## src/rtl/ssf_pkg.sv

```systemverilog
// Shared widths, defaults and item codes for the state-space filter step core.
package ssf_pkg;

	localparam int MAX_ORDER_DEF      = 4;
	localparam int COEF_FRAC_BITS_DEF = 14;

	localparam int ACTION_W    = 2;
	localparam int SAMPLE_W    = 16;
	localparam int COEF_W      = 16;
	localparam int COEF_IDX_W  = 5;
	localparam int STATE_W     = 32;
	localparam int ORDER_W     = 3;
	localparam int FILTERED_W  = 16;

	typedef enum logic [ACTION_W-1:0] {
		ACT_FILTER = 2'd0,
		ACT_COEF   = 2'd1,
		ACT_CLEAR  = 2'd2
	} action_t;

endpackage

```

## src/rtl/ssf_ram.sv

```systemverilog
// Generic simple dual-port RAM: one write port, one read port with registered data.
module ssf_ram #(
	parameter int WIDTH = 16,
	parameter int DEPTH = 25,
	localparam int AW = (DEPTH > 1) ? $clog2(DEPTH) : 1
) (
	input  logic             clk,
	input  logic             we,
	input  logic [AW-1:0]    waddr,
	input  logic [WIDTH-1:0] wdata,
	input  logic [AW-1:0]    raddr,
	output logic [WIDTH-1:0] rdata
);

	logic [WIDTH-1:0] mem [DEPTH];

	always_ff @(posedge clk) begin
		if (we) begin
			mem[waddr] <= wdata;
		end
		rdata <= mem[raddr];
	end

endmodule

```

## src/rtl/state_space_filter_step_core.sv

```systemverilog
// Single-input single-output discrete state-space filter step with one shared MAC.
//
// Items arrive on the item channel (valid/ready). A filter item (action 0)
// produces one beat on the result channel: filtered = H.x + J.u, saturated to
// 16 bits, and the state moves to x = Phi.x + Gamma.u. A coefficient item
// (action 1) writes one entry of the [[Phi Gamma][H J]] store, a clear item
// (action 2) zeroes the state; neither gives a beat.
// cfg_we/cfg_wdata set the order in use and zero the state.
// Timing: with n = min(order, MAX_ORDER), a filter item walks (n+1)^2
// coefficients, one multiply-accumulate per cycle, through a four-stage
// pipeline (memory read, multiply, accumulate, round/saturate). The result
// beat is registered once the pipeline drains and the output register is free,
// and the core takes new items from that same cycle on. The state sits in two
// memory banks: new state goes to the idle bank, which becomes current at the
// end of the item.
// Reset restores the coefficient store to zero with J = 1.0 and the state to
// zero, at once, through per-entry valid bits. A finished result is held in
// the output register while the receiver stalls; the next item is still
// accepted and computed, and its result waits until the held beat is taken.
module state_space_filter_step_core #(
	parameter int MAX_ORDER      = ssf_pkg::MAX_ORDER_DEF,
	parameter int COEF_FRAC_BITS = ssf_pkg::COEF_FRAC_BITS_DEF
) (
	input  logic                                 clk,
	input  logic                                 arst_n,
	input  logic                                 cfg_we,
	input  logic [ssf_pkg::ORDER_W-1:0]          cfg_wdata,
	input  logic                                 item_valid,
	output logic                                 item_ready,
	input  logic [ssf_pkg::ACTION_W-1:0]         action,
	input  logic signed [ssf_pkg::SAMPLE_W-1:0]  sample,
	input  logic [ssf_pkg::COEF_IDX_W-1:0]       coef_index,
	input  logic signed [ssf_pkg::COEF_W-1:0]    coef_value,
	output logic                                 result_valid,
	input  logic                                 result_ready,
	output logic signed [ssf_pkg::FILTERED_W-1:0] filtered,
	output logic                                 saturated
);

	import ssf_pkg::*;

	localparam int STRIDE  = MAX_ORDER + 1;
	localparam int DEPTH   = STRIDE * STRIDE;
	localparam int J_INDEX = DEPTH - 1;
	localparam int CA_W    = $clog2(DEPTH);
	localparam int SDEPTH  = 2 * MAX_ORDER;
	localparam int SA_W    = (SDEPTH > 1) ? $clog2(SDEPTH) : 1;
	localparam int IDX_W   = $clog2(MAX_ORDER + 1);
	localparam int F       = COEF_FRAC_BITS;
	localparam int PROD_W  = COEF_W + STATE_W;
	localparam int UTERM_W = 2 * SAMPLE_W + F;
	localparam int ACC_W   = ((UTERM_W > PROD_W) ? UTERM_W : PROD_W) + $clog2(MAX_ORDER + 1);
	localparam int RND_W   = ACC_W + 1;

	localparam logic signed [COEF_W-1:0] J_RST =
		(F >= COEF_W - 1) ? {1'b0, {(COEF_W-1){1'b1}}} : COEF_W'(1 << F);

	localparam logic signed [RND_W-1:0] HALF_OUT = RND_W'(1) << (2 * F - 1);
	localparam logic signed [RND_W-1:0] HALF_ST  = RND_W'(1) << (F - 1);
	localparam logic signed [RND_W-1:0] Y_MAX = (RND_W'(1) << (FILTERED_W - 1)) - RND_W'(1);
	localparam logic signed [RND_W-1:0] Y_MIN = -Y_MAX - RND_W'(1);
	localparam logic signed [RND_W-1:0] X_MAX = (RND_W'(1) << (STATE_W - 1)) - RND_W'(1);
	localparam logic signed [RND_W-1:0] X_MIN = -X_MAX - RND_W'(1);

	localparam logic [IDX_W-1:0] LAST_IDX = IDX_W'(MAX_ORDER);

	typedef enum logic [2:0] {
		ST_IDLE  = 3'b001,
		ST_RUN   = 3'b010,
		ST_DRAIN = 3'b100
	} fsm_t;

	typedef struct packed {
		logic             vld;
		logic             first;
		logic             last;
		logic             orow;
		logic [IDX_W-1:0] row;
	} tag_t;

	fsm_t                       st_q;
	logic [ORDER_W-1:0]         order_q;
	logic [IDX_W-1:0]           n_q;
	logic [IDX_W-1:0]           row_q;
	logic [IDX_W-1:0]           col_q;
	logic signed [SAMPLE_W-1:0] u_q;
	logic                       bank_q;
	logic                       sat_q;
	logic [DEPTH-1:0]           cv_q;
	logic [SDEPTH-1:0]          sv_q;
	logic signed [FILTERED_W-1:0] y_q;

	logic                         out_vld_q;
	logic signed [FILTERED_W-1:0] out_y_q;
	logic                         out_sat_q;

	tag_t tag_s1, tag_s2, tag_s3;
	logic                      cv_s1, cj_s1, sv_s1;
	logic signed [PROD_W-1:0]  prod_s2;
	logic signed [ACC_W-1:0]   acc_q;
	logic signed [ACC_W-1:0]   sum_s3;

	logic accept, do_filter, do_coef, do_clear;
	logic ucol, orow, last_term, last_row, issue, pipe_empty, finish;
	tag_t tag_issue;

	logic              cram_we;
	logic [CA_W-1:0]   cram_waddr, cram_raddr;
	logic [COEF_W-1:0] cram_rdata;
	logic              sram_we;
	logic [SA_W-1:0]   sram_waddr, sram_raddr;
	logic [STATE_W-1:0] sram_wdata, sram_rdata;
	logic [SA_W-1:0]   rbase, wbase;

	logic signed [COEF_W-1:0]  coef_rd;
	logic signed [STATE_W-1:0] mul_b;
	logic signed [ACC_W-1:0]   term, acc_nx;
	logic signed [RND_W-1:0]   rnd, ysh, xsh;
	logic y_hi, y_lo, x_hi, x_lo, sat_now;
	logic signed [FILTERED_W-1:0] y_sat;
	logic signed [STATE_W-1:0]    x_sat;

	// ---------------------------------------------------------------- intake
	assign item_ready = (st_q == ST_IDLE);
	assign accept     = item_valid && item_ready;
	assign do_filter  = accept && (action == ACT_FILTER);
	assign do_coef    = accept && (action == ACT_COEF);
	assign do_clear   = accept && (action == ACT_CLEAR);

	// ---------------------------------------------------------------- issue
	assign ucol      = (col_q == LAST_IDX);
	assign orow      = (row_q == LAST_IDX);
	assign last_term = ucol ? (n_q == '0) : (col_q == n_q - IDX_W'(1));
	assign last_row  = orow ? (n_q == '0) : (row_q == n_q - IDX_W'(1));
	assign issue     = (st_q == ST_RUN);

	always_comb begin
		tag_issue       = '0;
		tag_issue.vld   = issue;
		tag_issue.first = ucol;
		tag_issue.last  = last_term;
		tag_issue.orow  = orow;
		tag_issue.row   = row_q;
	end

	assign pipe_empty = !tag_s1.vld && !tag_s2.vld && !tag_s3.vld;
	assign finish     = (st_q == ST_DRAIN) && pipe_empty && (!out_vld_q || result_ready);

	always_ff @(posedge clk or negedge arst_n) begin
		if (!arst_n) begin
			st_q    <= ST_IDLE;
			order_q <= '0;
			bank_q  <= 1'b0;
			row_q   <= LAST_IDX;
			col_q   <= LAST_IDX;
			n_q     <= '0;
		end else begin
			if (cfg_we) begin
				order_q <= cfg_wdata;
			end
			case (st_q)
				ST_IDLE: begin
					if (do_filter) begin
						n_q   <= (32'(order_q) > MAX_ORDER) ? LAST_IDX : IDX_W'(order_q);
						row_q <= LAST_IDX;
						col_q <= LAST_IDX;
						st_q  <= ST_RUN;
					end
				end
				ST_RUN: begin
					if (last_term) begin
						col_q <= LAST_IDX;
						if (last_row) begin
							st_q <= ST_DRAIN;
						end else begin
							row_q <= orow ? '0 : row_q + IDX_W'(1);
						end
					end else begin
						col_q <= ucol ? '0 : col_q + IDX_W'(1);
					end
				end
				ST_DRAIN: begin
					if (finish) begin
						bank_q <= ~bank_q;
						st_q   <= ST_IDLE;
					end
				end
				default: begin
					st_q <= ST_IDLE;
				end
			endcase
		end
	end

	always_ff @(posedge clk) begin
		if (do_filter) begin
			u_q <= sample;
		end
	end

	// ---------------------------------------------------------------- memories
	assign cram_we    = do_coef && (32'(coef_index) < DEPTH);
	assign cram_waddr = CA_W'(coef_index);
	assign cram_raddr = CA_W'(row_q) * CA_W'(STRIDE) + CA_W'(col_q);

	assign rbase      = bank_q ? SA_W'(MAX_ORDER) : '0;
	assign wbase      = bank_q ? '0 : SA_W'(MAX_ORDER);
	assign sram_raddr = rbase + (ucol ? '0 : SA_W'(col_q));

	ssf_ram #(.WIDTH(COEF_W), .DEPTH(DEPTH)) u_coef_ram (
		.clk   (clk),
		.we    (cram_we),
		.waddr (cram_waddr),
		.wdata (coef_value),
		.raddr (cram_raddr),
		.rdata (cram_rdata)
	);

	ssf_ram #(.WIDTH(STATE_W), .DEPTH(SDEPTH)) u_state_ram (
		.clk   (clk),
		.we    (sram_we),
		.waddr (sram_waddr),
		.wdata (sram_wdata),
		.raddr (sram_raddr),
		.rdata (sram_rdata)
	);

	// entries never written read as their reset value
	always_ff @(posedge clk or negedge arst_n) begin
		if (!arst_n) begin
			cv_q <= '0;
			sv_q <= '0;
		end else begin
			if (cram_we) begin
				cv_q[cram_waddr] <= 1'b1;
			end
			if (cfg_we || do_clear) begin
				sv_q <= '0;
			end else if (sram_we) begin
				sv_q[sram_waddr] <= 1'b1;
			end
		end
	end

	// ---------------------------------------------------------------- pipeline
	always_ff @(posedge clk or negedge arst_n) begin
		if (!arst_n) begin
			tag_s1 <= '0;
			tag_s2 <= '0;
			tag_s3 <= '0;
		end else begin
			tag_s1 <= tag_issue;
			tag_s2 <= tag_s1;
			tag_s3 <= '{vld: tag_s2.vld && tag_s2.last, first: tag_s2.first,
				last: tag_s2.last, orow: tag_s2.orow, row: tag_s2.row};
		end
	end

	always_ff @(posedge clk) begin
		cv_s1 <= cv_q[cram_raddr];
		cj_s1 <= (cram_raddr == CA_W'(J_INDEX));
		sv_s1 <= sv_q[sram_raddr];
	end

	assign coef_rd = cv_s1 ? cram_rdata : (cj_s1 ? J_RST : '0);
	assign mul_b   = tag_s1.first ? STATE_W'(u_q) : (sv_s1 ? sram_rdata : '0);

	always_ff @(posedge clk) begin
		prod_s2 <= coef_rd * mul_b;
	end

	// input term carries an extra 2^F so both kinds of term share one scale
	assign term   = tag_s2.first ? (ACC_W'(prod_s2) <<< F) : ACC_W'(prod_s2);
	assign acc_nx = (tag_s2.first ? '0 : acc_q) + term;

	always_ff @(posedge clk) begin
		if (tag_s2.vld) begin
			acc_q <= acc_nx;
			if (tag_s2.last) begin
				sum_s3 <= acc_nx;
			end
		end
	end

	// round half up, then saturate
	assign rnd  = RND_W'(sum_s3) + (tag_s3.orow ? HALF_OUT : HALF_ST);
	assign ysh  = rnd >>> (2 * F);
	assign xsh  = rnd >>> F;
	assign y_hi = (ysh > Y_MAX);
	assign y_lo = (ysh < Y_MIN);
	assign x_hi = (xsh > X_MAX);
	assign x_lo = (xsh < X_MIN);
	assign y_sat = y_hi ? FILTERED_W'(Y_MAX) : (y_lo ? FILTERED_W'(Y_MIN) : FILTERED_W'(ysh));
	assign x_sat = x_hi ? STATE_W'(X_MAX) : (x_lo ? STATE_W'(X_MIN) : STATE_W'(xsh));
	assign sat_now = tag_s3.orow ? (y_hi || y_lo) : (x_hi || x_lo);

	assign sram_we    = tag_s3.vld && !tag_s3.orow;
	assign sram_waddr = wbase + SA_W'(tag_s3.row);
	assign sram_wdata = x_sat;

	always_ff @(posedge clk) begin
		if (tag_s3.vld && tag_s3.orow) begin
			y_q <= y_sat;
		end
	end

	always_ff @(posedge clk or negedge arst_n) begin
		if (!arst_n) begin
			sat_q <= 1'b0;
		end else if (do_filter) begin
			sat_q <= 1'b0;
		end else if (tag_s3.vld && sat_now) begin
			sat_q <= 1'b1;
		end
	end

	// ---------------------------------------------------------------- output
	always_ff @(posedge clk or negedge arst_n) begin
		if (!arst_n) begin
			out_vld_q <= 1'b0;
		end else if (finish) begin
			out_vld_q <= 1'b1;
		end else if (result_ready) begin
			out_vld_q <= 1'b0;
		end
	end

	always_ff @(posedge clk) begin
		if (finish) begin
			out_y_q   <= y_q;
			out_sat_q <= sat_q;
		end
	end

	assign result_valid = out_vld_q;
	assign filtered     = out_y_q;
	assign saturated    = out_sat_q;

	// ---------------------------------------------------------------- checks
	a_idle_pipe_empty: assert property (@(posedge clk) disable iff (!arst_n)
		(st_q == ST_IDLE) |-> pipe_empty)
		else $error("pipeline busy while idle");

	a_result_after_drain: assert property (@(posedge clk) disable iff (!arst_n)
		$rose(result_valid) |-> $past(st_q == ST_DRAIN))
		else $error("result raised outside drain");

	a_state_write_busy: assert property (@(posedge clk) disable iff (!arst_n)
		sram_we |-> ((st_q == ST_RUN) || (st_q == ST_DRAIN)))
		else $error("state write while idle");

	a_bank_hold: assert property (@(posedge clk) disable iff (!arst_n)
		(st_q == ST_RUN) |=> $stable(bank_q))
		else $error("bank flipped during an item");

endmodule
```

## config.mk

```make
export PLATFORM = sky130hd
export DESIGN_NAME = state_space_filter_step_core
export DESIGN_NICKNAME = d
export VERILOG_FILES = /design/src/rtl/ssf_pkg.sv /design/src/rtl/ssf_ram.sv /design/src/rtl/state_space_filter_step_core.sv
export SDC_FILE = /design/constraint.sdc
export NUM_CORES = 2
export LEC_CHECK = 0
export BUFFER_PORTS_ARGS = -buffer_cell sky130_fd_sc_hd__buf_2
export CAP_MARGIN = 5
export CORE_ASPECT_RATIO = 1.4
export CORE_MARGIN = 5
export CORE_UTILIZATION = 36
export CTS_CLUSTER_DIAMETER = 200
export CTS_CLUSTER_SIZE = 16
export DETAILED_ROUTE_END_ITERATION = 8
export GPL_TIMING_DRIVEN = 0
export PLACE_DENSITY_LB_ADDON = 0.15
export SLEW_MARGIN = 15
export SYNTH_ARGS = -nofsm -noshare
export SYNTH_HDL_FRONTEND = slang
export SYNTH_SLANG_ARGS = --single-unit
```

## constraint.sdc

```tcl
create_clock -name clk -period 11.8 [get_ports clk]
set_input_delay 1.18 -clock clk [delete_from_list [all_inputs] [get_ports clk]]
set_output_delay 1.18 -clock clk [all_outputs]
set_load 0.02 [all_outputs]
```

Word-level counts from Yosys, hierarchy flattened
Memory sizes are Yosys's and may differ from the RTL's. A register that Yosys moved wholly into a read port is not among the register bits.
Index checks and enable logic that the tools add are counted.
{"block": "totals", "regBits": 272, "latch_bits": 0, "mem_bits_rw": 656, "rom_bits": 0, "in_bits": 47, "output_inout_bits": 19, "wordCells": 159, "n_memories": 2}
{"memory": "u_coef_ram.mem", "depth": 25, "width": 16, "rd": 1, "rd_clocked_by_memory_dff": 1, "write_ports": 1, "line_no": "ssf_ram.sv:15", "rtl": "logic [WIDTH-1:0] mem [DEPTH];"}
{"memory": "u_state_ram.mem", "depth": 8, "width": 32, "rd": 1, "rd_clocked_by_memory_dff": 1, "write_ports": 1, "line_no": "ssf_ram.sv:15"}
{"block": "classes", "n_addsub": 8, "multipliers": 2, "n_div": 0, "n_lt_le_gt_ge": 12, "eq_ne": 15, "shift": 0, "n_mux": 48, "bitwise_logic": 3, "reduce_logical": 36}
{"operator": "2-to-1 mux 32 bit", "n": 4}
{"operator": "2-to-1 mux 51 bit", "n": 2}
{"operator": "adder 51 x 29 -> 52 bit", "n": 1}
{"operator": "adder 51 bit", "n": 1}
{"operator": "multiplier 16 x 32 -> 48 bit", "n": 1}
{"operator": "2-to-1 mux 3 bit", "n": 14}
{"operator": "> comparator 38 x 32 -> 1 bit (second input constant)", "n": 1}
{"operator": "less-than comparator 38 x 32 -> 1 bit (second input constant)", "n": 1}
{"operator": "2-to-1 mux 16 bit", "n": 2}
{"operator": "2-to-1 mux 28 bit", "n": 1}
{"operator": "OR 25 bit", "n": 1}
{"operator": "> comparator 24 x 16 -> 1 bit (second input constant)", "n": 1}
{"operator": "less-than comparator 24 x 16 -> 1 bit (second input constant)", "n": 1}
{"operator": "2-to-1 mux 8 bit", "n": 2}
{"operator": "logical AND 1 bit", "n": 15}
{"operator": "2-to-1 mux 1 bit", "n": 15}
{"operator": "2-to-1 mux 15 bit", "n": 1}
{"operator": "less-than comparator 5 x 6 -> 1 bit (second input constant)", "n": 2}
{"operator": "case mux 3 bit (2 select lines)", "n": 2}
{"operator": "== test 3 bit (second input constant)", "n": 3}
{"operator": "case mux 3 bit (3 select lines)", "n": 1}
{"operator": "less-than comparator 3 x 4 -> 1 bit (second input constant)", "n": 2}
{"operator": "!= test 2 bit (second input constant)", "n": 4}
{"operator": "OR 8 bit", "n": 1}
{"operator": "other kinds (28)", "n": 45}

Depth between registers and ports, before layout
{"block": "depth", "depth_word": 9, "mapped_depth": 29}

Modules after synthesis
A second synthesis with hierarchy kept.
{"block": "hier_totals", "hier_cells": 4489, "hier_area_um2": 57385.0}
{"mod": "state_space_filter_step_core", "instances": 1, "cells_each": 3291, "area_each_um2": 30962.2}
{"mod": "ssf_ram (u_coef_ram)", "instances": 1, "cells_each": 783, "area_each_um2": 15956.6}
{"mod": "ssf_ram (u_state_ram)", "instances": 1, "cells_each": 415, "area_each_um2": 10466.3}

Worst setup path before layout
Ideal clock, no wire load.
{"block": "synth_timing", "kind": "flip-flop to flip-flop", "startpoint": "reg tag_s1[5] in the netlist's numbering", "endpoint": "reg prod_s2[34]", "setup_time_ps": 114, "arrival_time_ps": 7074, "required_time_ps": 11686, "path_slack_ps": 4611, "stages_incl_launch_ff": 27, "period_less_slack_ps": 7189, "cell_sequence": "dfrtp_1 nor2b_1 clkbuf_1 clkbuf_1 a22o_1 clkbuf_1 nand2_1 fa_1 inv_1 fa_1 fa_1 fa_1 fa_1 inv_1 fa_1 inv_1 ha_1 a21oi_1 a21oi_1 a211oi_1 a21oi_1 o31a_1 a221oi_2 o21ba_2 o21bai_2 mux2i_1 a2111oi_0"}
{"block": "synth_between", "elab_chain_cells": 2}
{"element": "start, declared", "line_no": "state_space_filter_step_core.sv:97", "rtl": "tag_t tag_s1, tag_s2, tag_s3;"}
{"element": "start signal, assigned", "line_no": "state_space_filter_step_core.sv:252", "rtl": "tag_s1 <= tag_issue;"}
{"element": "2-to-1 mux 32 bit", "line_no": "state_space_filter_step_core.sv:266", "rtl": "assign mul_b = tag_s1.first ? STATE_W'(u_q) : (sv_s1 ? sram_rdata : '0);"}
{"element": "multiplier 16 x 32 -> 48 bit", "line_no": "state_space_filter_step_core.sv:269", "rtl": "prod_s2 <= coef_rd * mul_b;"}
{"element": "end signal, assigned", "line_no": "state_space_filter_step_core.sv:269"}
{"element": "end, declared", "line_no": "state_space_filter_step_core.sv:99", "rtl": "logic signed [PROD_W-1:0] prod_s2;"}
No other way between the ends.
A chain may end at the register's enable or synchronous reset.

Final worst setup path
Ends and elaborated chain as after synthesis.

==> metrics.md <==
| Metric | Value |
|---|---|
| Final-report setup violation count | `0` |
| Fraction of post-synthesis cell area in the top cell type by area | `between 40% and 50%` |
| Slew Limit Headroom | `around 16%` |
| Final count of pins violating max slew | `0` |
| Number of antenna violations at the first check in global routing | `12` |
| Synth unique cells | `90` |
| Static leakage | `between 20 and 25 nW` |
| Combined global-route utilization of all metal layers | `21.05%` |
| Cell type of the slowest stage on the worst timing path | `dfrtp_1` |
| Status | `completed` |
| # resized after CTS | `0` |
| Worst-path maximum fanout | `10` |
| Pre-Repair DR Iteration Count | `6` |
| Effective utilization at floorplan | `between 30 and 40%` |
| Worst setup slack before clock tree synthesis | `2319 ps` |
| Sort of element at the end of the critical path | `flop` |
| H-tree depth reported by CTS | `3` |
| Number of clock sinks | `963` |
| Crit Path Class | `reg -> reg` |
| TritonCTS clock tree | `yes` |
| Fin worst setup slack | `roughly 2300 ps` |
| Detailed router's first-iteration violation count | `2,612` |
| Max Cap Viol | `0` |
| CTS Hold Buffers Added | `0` |
| RePlAce Congestion | `approximately 0.94` |
| Number of synthesized register bits | `slightly below 1k` |
| Wire length after detailed routing | `between 150,000 and 200,000 um` |
| Leading post-synthesis cells by instance count | `edfxtp_1, inv_1, nor2_1, fa_1, nand2_1` |
| Dominant cell by count in the synthesized netlist | `edfxtp_1` |
| Placed cell areas | `between 60,000 and 70,000 um2` |
| Die width | `346.9 um` |
| Worst reg-to-reg setup slack | `approximately 2300 ps` |
| Largest stage delay on the critical path | `about 700 ps` |
| Crit start category | `flop` |
| Net count of the mapped netlist | `between 5k and 6k` |
| Maximum frequency from static timing analysis | `about 0.11 GHz` |
| Finished Core Util | `around 40%` |
| Dominant cells by area after synthesis | `edfxtp_1, fa_1, mux4_2` |
| Antenna viol nets, final | `0` |
| Vertical die dimension | `481.7 um` |
| Highest ir drop seen on vdd | `around 0.13 mV` |
| Transition at the pin with the smallest max-transition slack | `1246 ps` |
| Die area | `between 150,000 and 200,000 um2` |
| First-pass GRT wire length | `259,100 um` |
| Final Cycle Share | `between 80% and 90%` |
| Syn avg cell area | `roughly 12 um2` |
| Endpoints failing hold | `0` |
| Skew-Pair Late Insertion Delay | `approximately 680 ps` |
| Worst path arrival time | `about 10000 ps` |
| Setup Total Neg Slack | `0 ps` |
| Data required time at the worst endpoint | `12,330 ps` |
| RSZ-0062 raised after global routing | `false` |
| Final critical-path required period | `9460 ps` |
| Standard-cell rows | `around 170` |
| Library cell occupying the most area in the post-synthesis netlist | `edfxtp_1` |
| Via count | `35.71k` |
| Buffer levels on the longest clock path | `3` |
| Number of global-route vias before repair | `38.19k` |
| Final Instance Area | `63,080 um2` |
| Netlist area before placement | `57,220 um2` |
| Routed wire per std cell | `between 20 and 30 um` |
| Yosys warning total | `0` |
| Cell count after synthesis | `between 4k and 5k` |
| Share of layout cells above drive strength 1 | `between 10 and 15%` |
| Worst Clk Skew | `41.91 ps` |
| Post-route DRC violation count | `0` |
| Cells after DPL | `approximately 7k` |
| Number of top-level design ports | `66` |
| Post-layout net count | `between 5k and 6k` |
| Total clock buffers created by CTS | `70` |
| Root buffer cell | `clkbuf_16` |
| Largest net degree at the start of global routing | `53` |
| Async SR Flop Fraction | `under 10%` |
| Part of the Yosys area used for sequential elements | `approximately 48%` |
| Area of the core | `between 150,000 and 200,000 um2` |
| Layout area overhead | `10.25%` |
| Pwr/cell area | `roughly 160 nW/um2` |
| Detail-routed via count per cell | `a little over 5` |
| Number of port buffers | `63` |
| Final std cells w/o fill | `roughly 7.0k` |
| Global route total overflow | `0` |
| Post-CTS setup-driven buffer insertion count | `0` |
| Dominant synthesized flop cell | `edfxtp_1` |
| HPWL after detailed placement | `134,300 um` |
| Min-delay worst type | `reg -> reg` |
| Number of synthesized flops with an enable pin | `between 700 and 800` |
| Reg clk slew, reported paths | `70 ps` |
| Cell occurring most often along the worst timing path | `fa_1` |
[worst paths after layout]
path                                to  depth (start not counted)      start
hold / removal               tag_s3[1]                          0  tag_s2[1]
min in group asynchronous    tag_s1[5]                          1     arst_n
setup / recovery           prod_s2[34]                         26  tag_s1[5]
hold reg to reg              tag_s3[1]                          0  tag_s2[1]
setup reg to reg           prod_s2[34]                         26  tag_s1[5]
max in group asynchronous     col_q[2]                          2     arst_n
[cells by family (layout without fill, tap and decap cells)]
| family | after synthesis | after routing | synth area share (%) |
|---|---|---|---|
| xor gates and xnor gates | 139 | 139 | 2.128 |
| other | 0 | 4 | 0 |
| buffers and inverters | 811 | 1029 | 5.351 |
| adders and majority gates | 668 | 668 | 21.01 |
| and+or+nand+nor | 1224 | 1224 | 9.331 |
| muxes | 209 | 209 | 7.063 |
| DFF | 963 | 963 | 48.20 |
| AOI/OAI and AO/OA | 619 | 619 | 6.912 |
[layout make-up]
class / instances / area, um2
flip-flops and latches: 963 / 27580
clock buffers: 114 / 1938
inverters: 606 / 2276
fillers: 15360 / 95370
clock inverters: 6 / 117.6
multi-input cells: 2859 / 26860
diodes: 4 / 10.01
plain buffers: 205 / 789.5
repair buffers: 98 / 874.6
well taps: 2100 / 2628
[routing by layer]
layer / share of wire (%) / vias up / track usage (%)
li1: - / 16040 / -
met4: 4.6 / 10 / 8.437
met3: 3.8 / 253 / 2.452
met1: 39 / 18610 / 25.25
met5: 0.030 / - / 0
met2: 52 / 797 / 38.52
[per-stage QoR]
step	hold slack [ps]	total power, W
6_report	345.0	0.01022
3_3_place_gp	332.1	0.007978
4_1_cts	350.7	0.01035
5_1_grt	360.9	0.01084
2_1_floorplan	331.2	0.006486
3_5_place_dp	334.7	0.007950
[worst max-delay path: cells and delay by family (launching register included)]
| family | cells | cell delay, ps |
|---|---|---|
| fa+ha+maj | 7 | 3540 |
| compound gates | 10 | 2910 |
| buf+inv | 6 | 1630 |
| flops | 1 | 700 |
| simple gates | 2 | 400 |
| mux | 1 | 120 |
[cell usage in the layout (no fill, tap or decap), drive strengths merged, types with 67 or more instances in the layout]
master    n
a21oi   191
buf     132
clkbuf  285
dfrtp    67
dfxtp    99
edfxtp  794
fa      488
ha      180
inv     606
mux4    152
nand2   437
nor2    489
nor2b    78
o21ai   164
xnor2    92
[flip-flops by register name (all words and copies together), names as in the netlist, 25 cells and up]
signal,cells
u_coef_ram.mem,400
acc_q,51
u_state_ram.rdata,32
sum_s3,38
u_state_ram.mem,256
prod_s2,48
cv_q,25
[power breakdown]
part           internal, W  total (W)  switching, W
Sequential         0.00385    0.00396      0.000114
Combinational      0.00140    0.00391       0.00251
Clock              0.00114    0.00234       0.00120
Note: power is estimated with default switching activity, not from simulation.
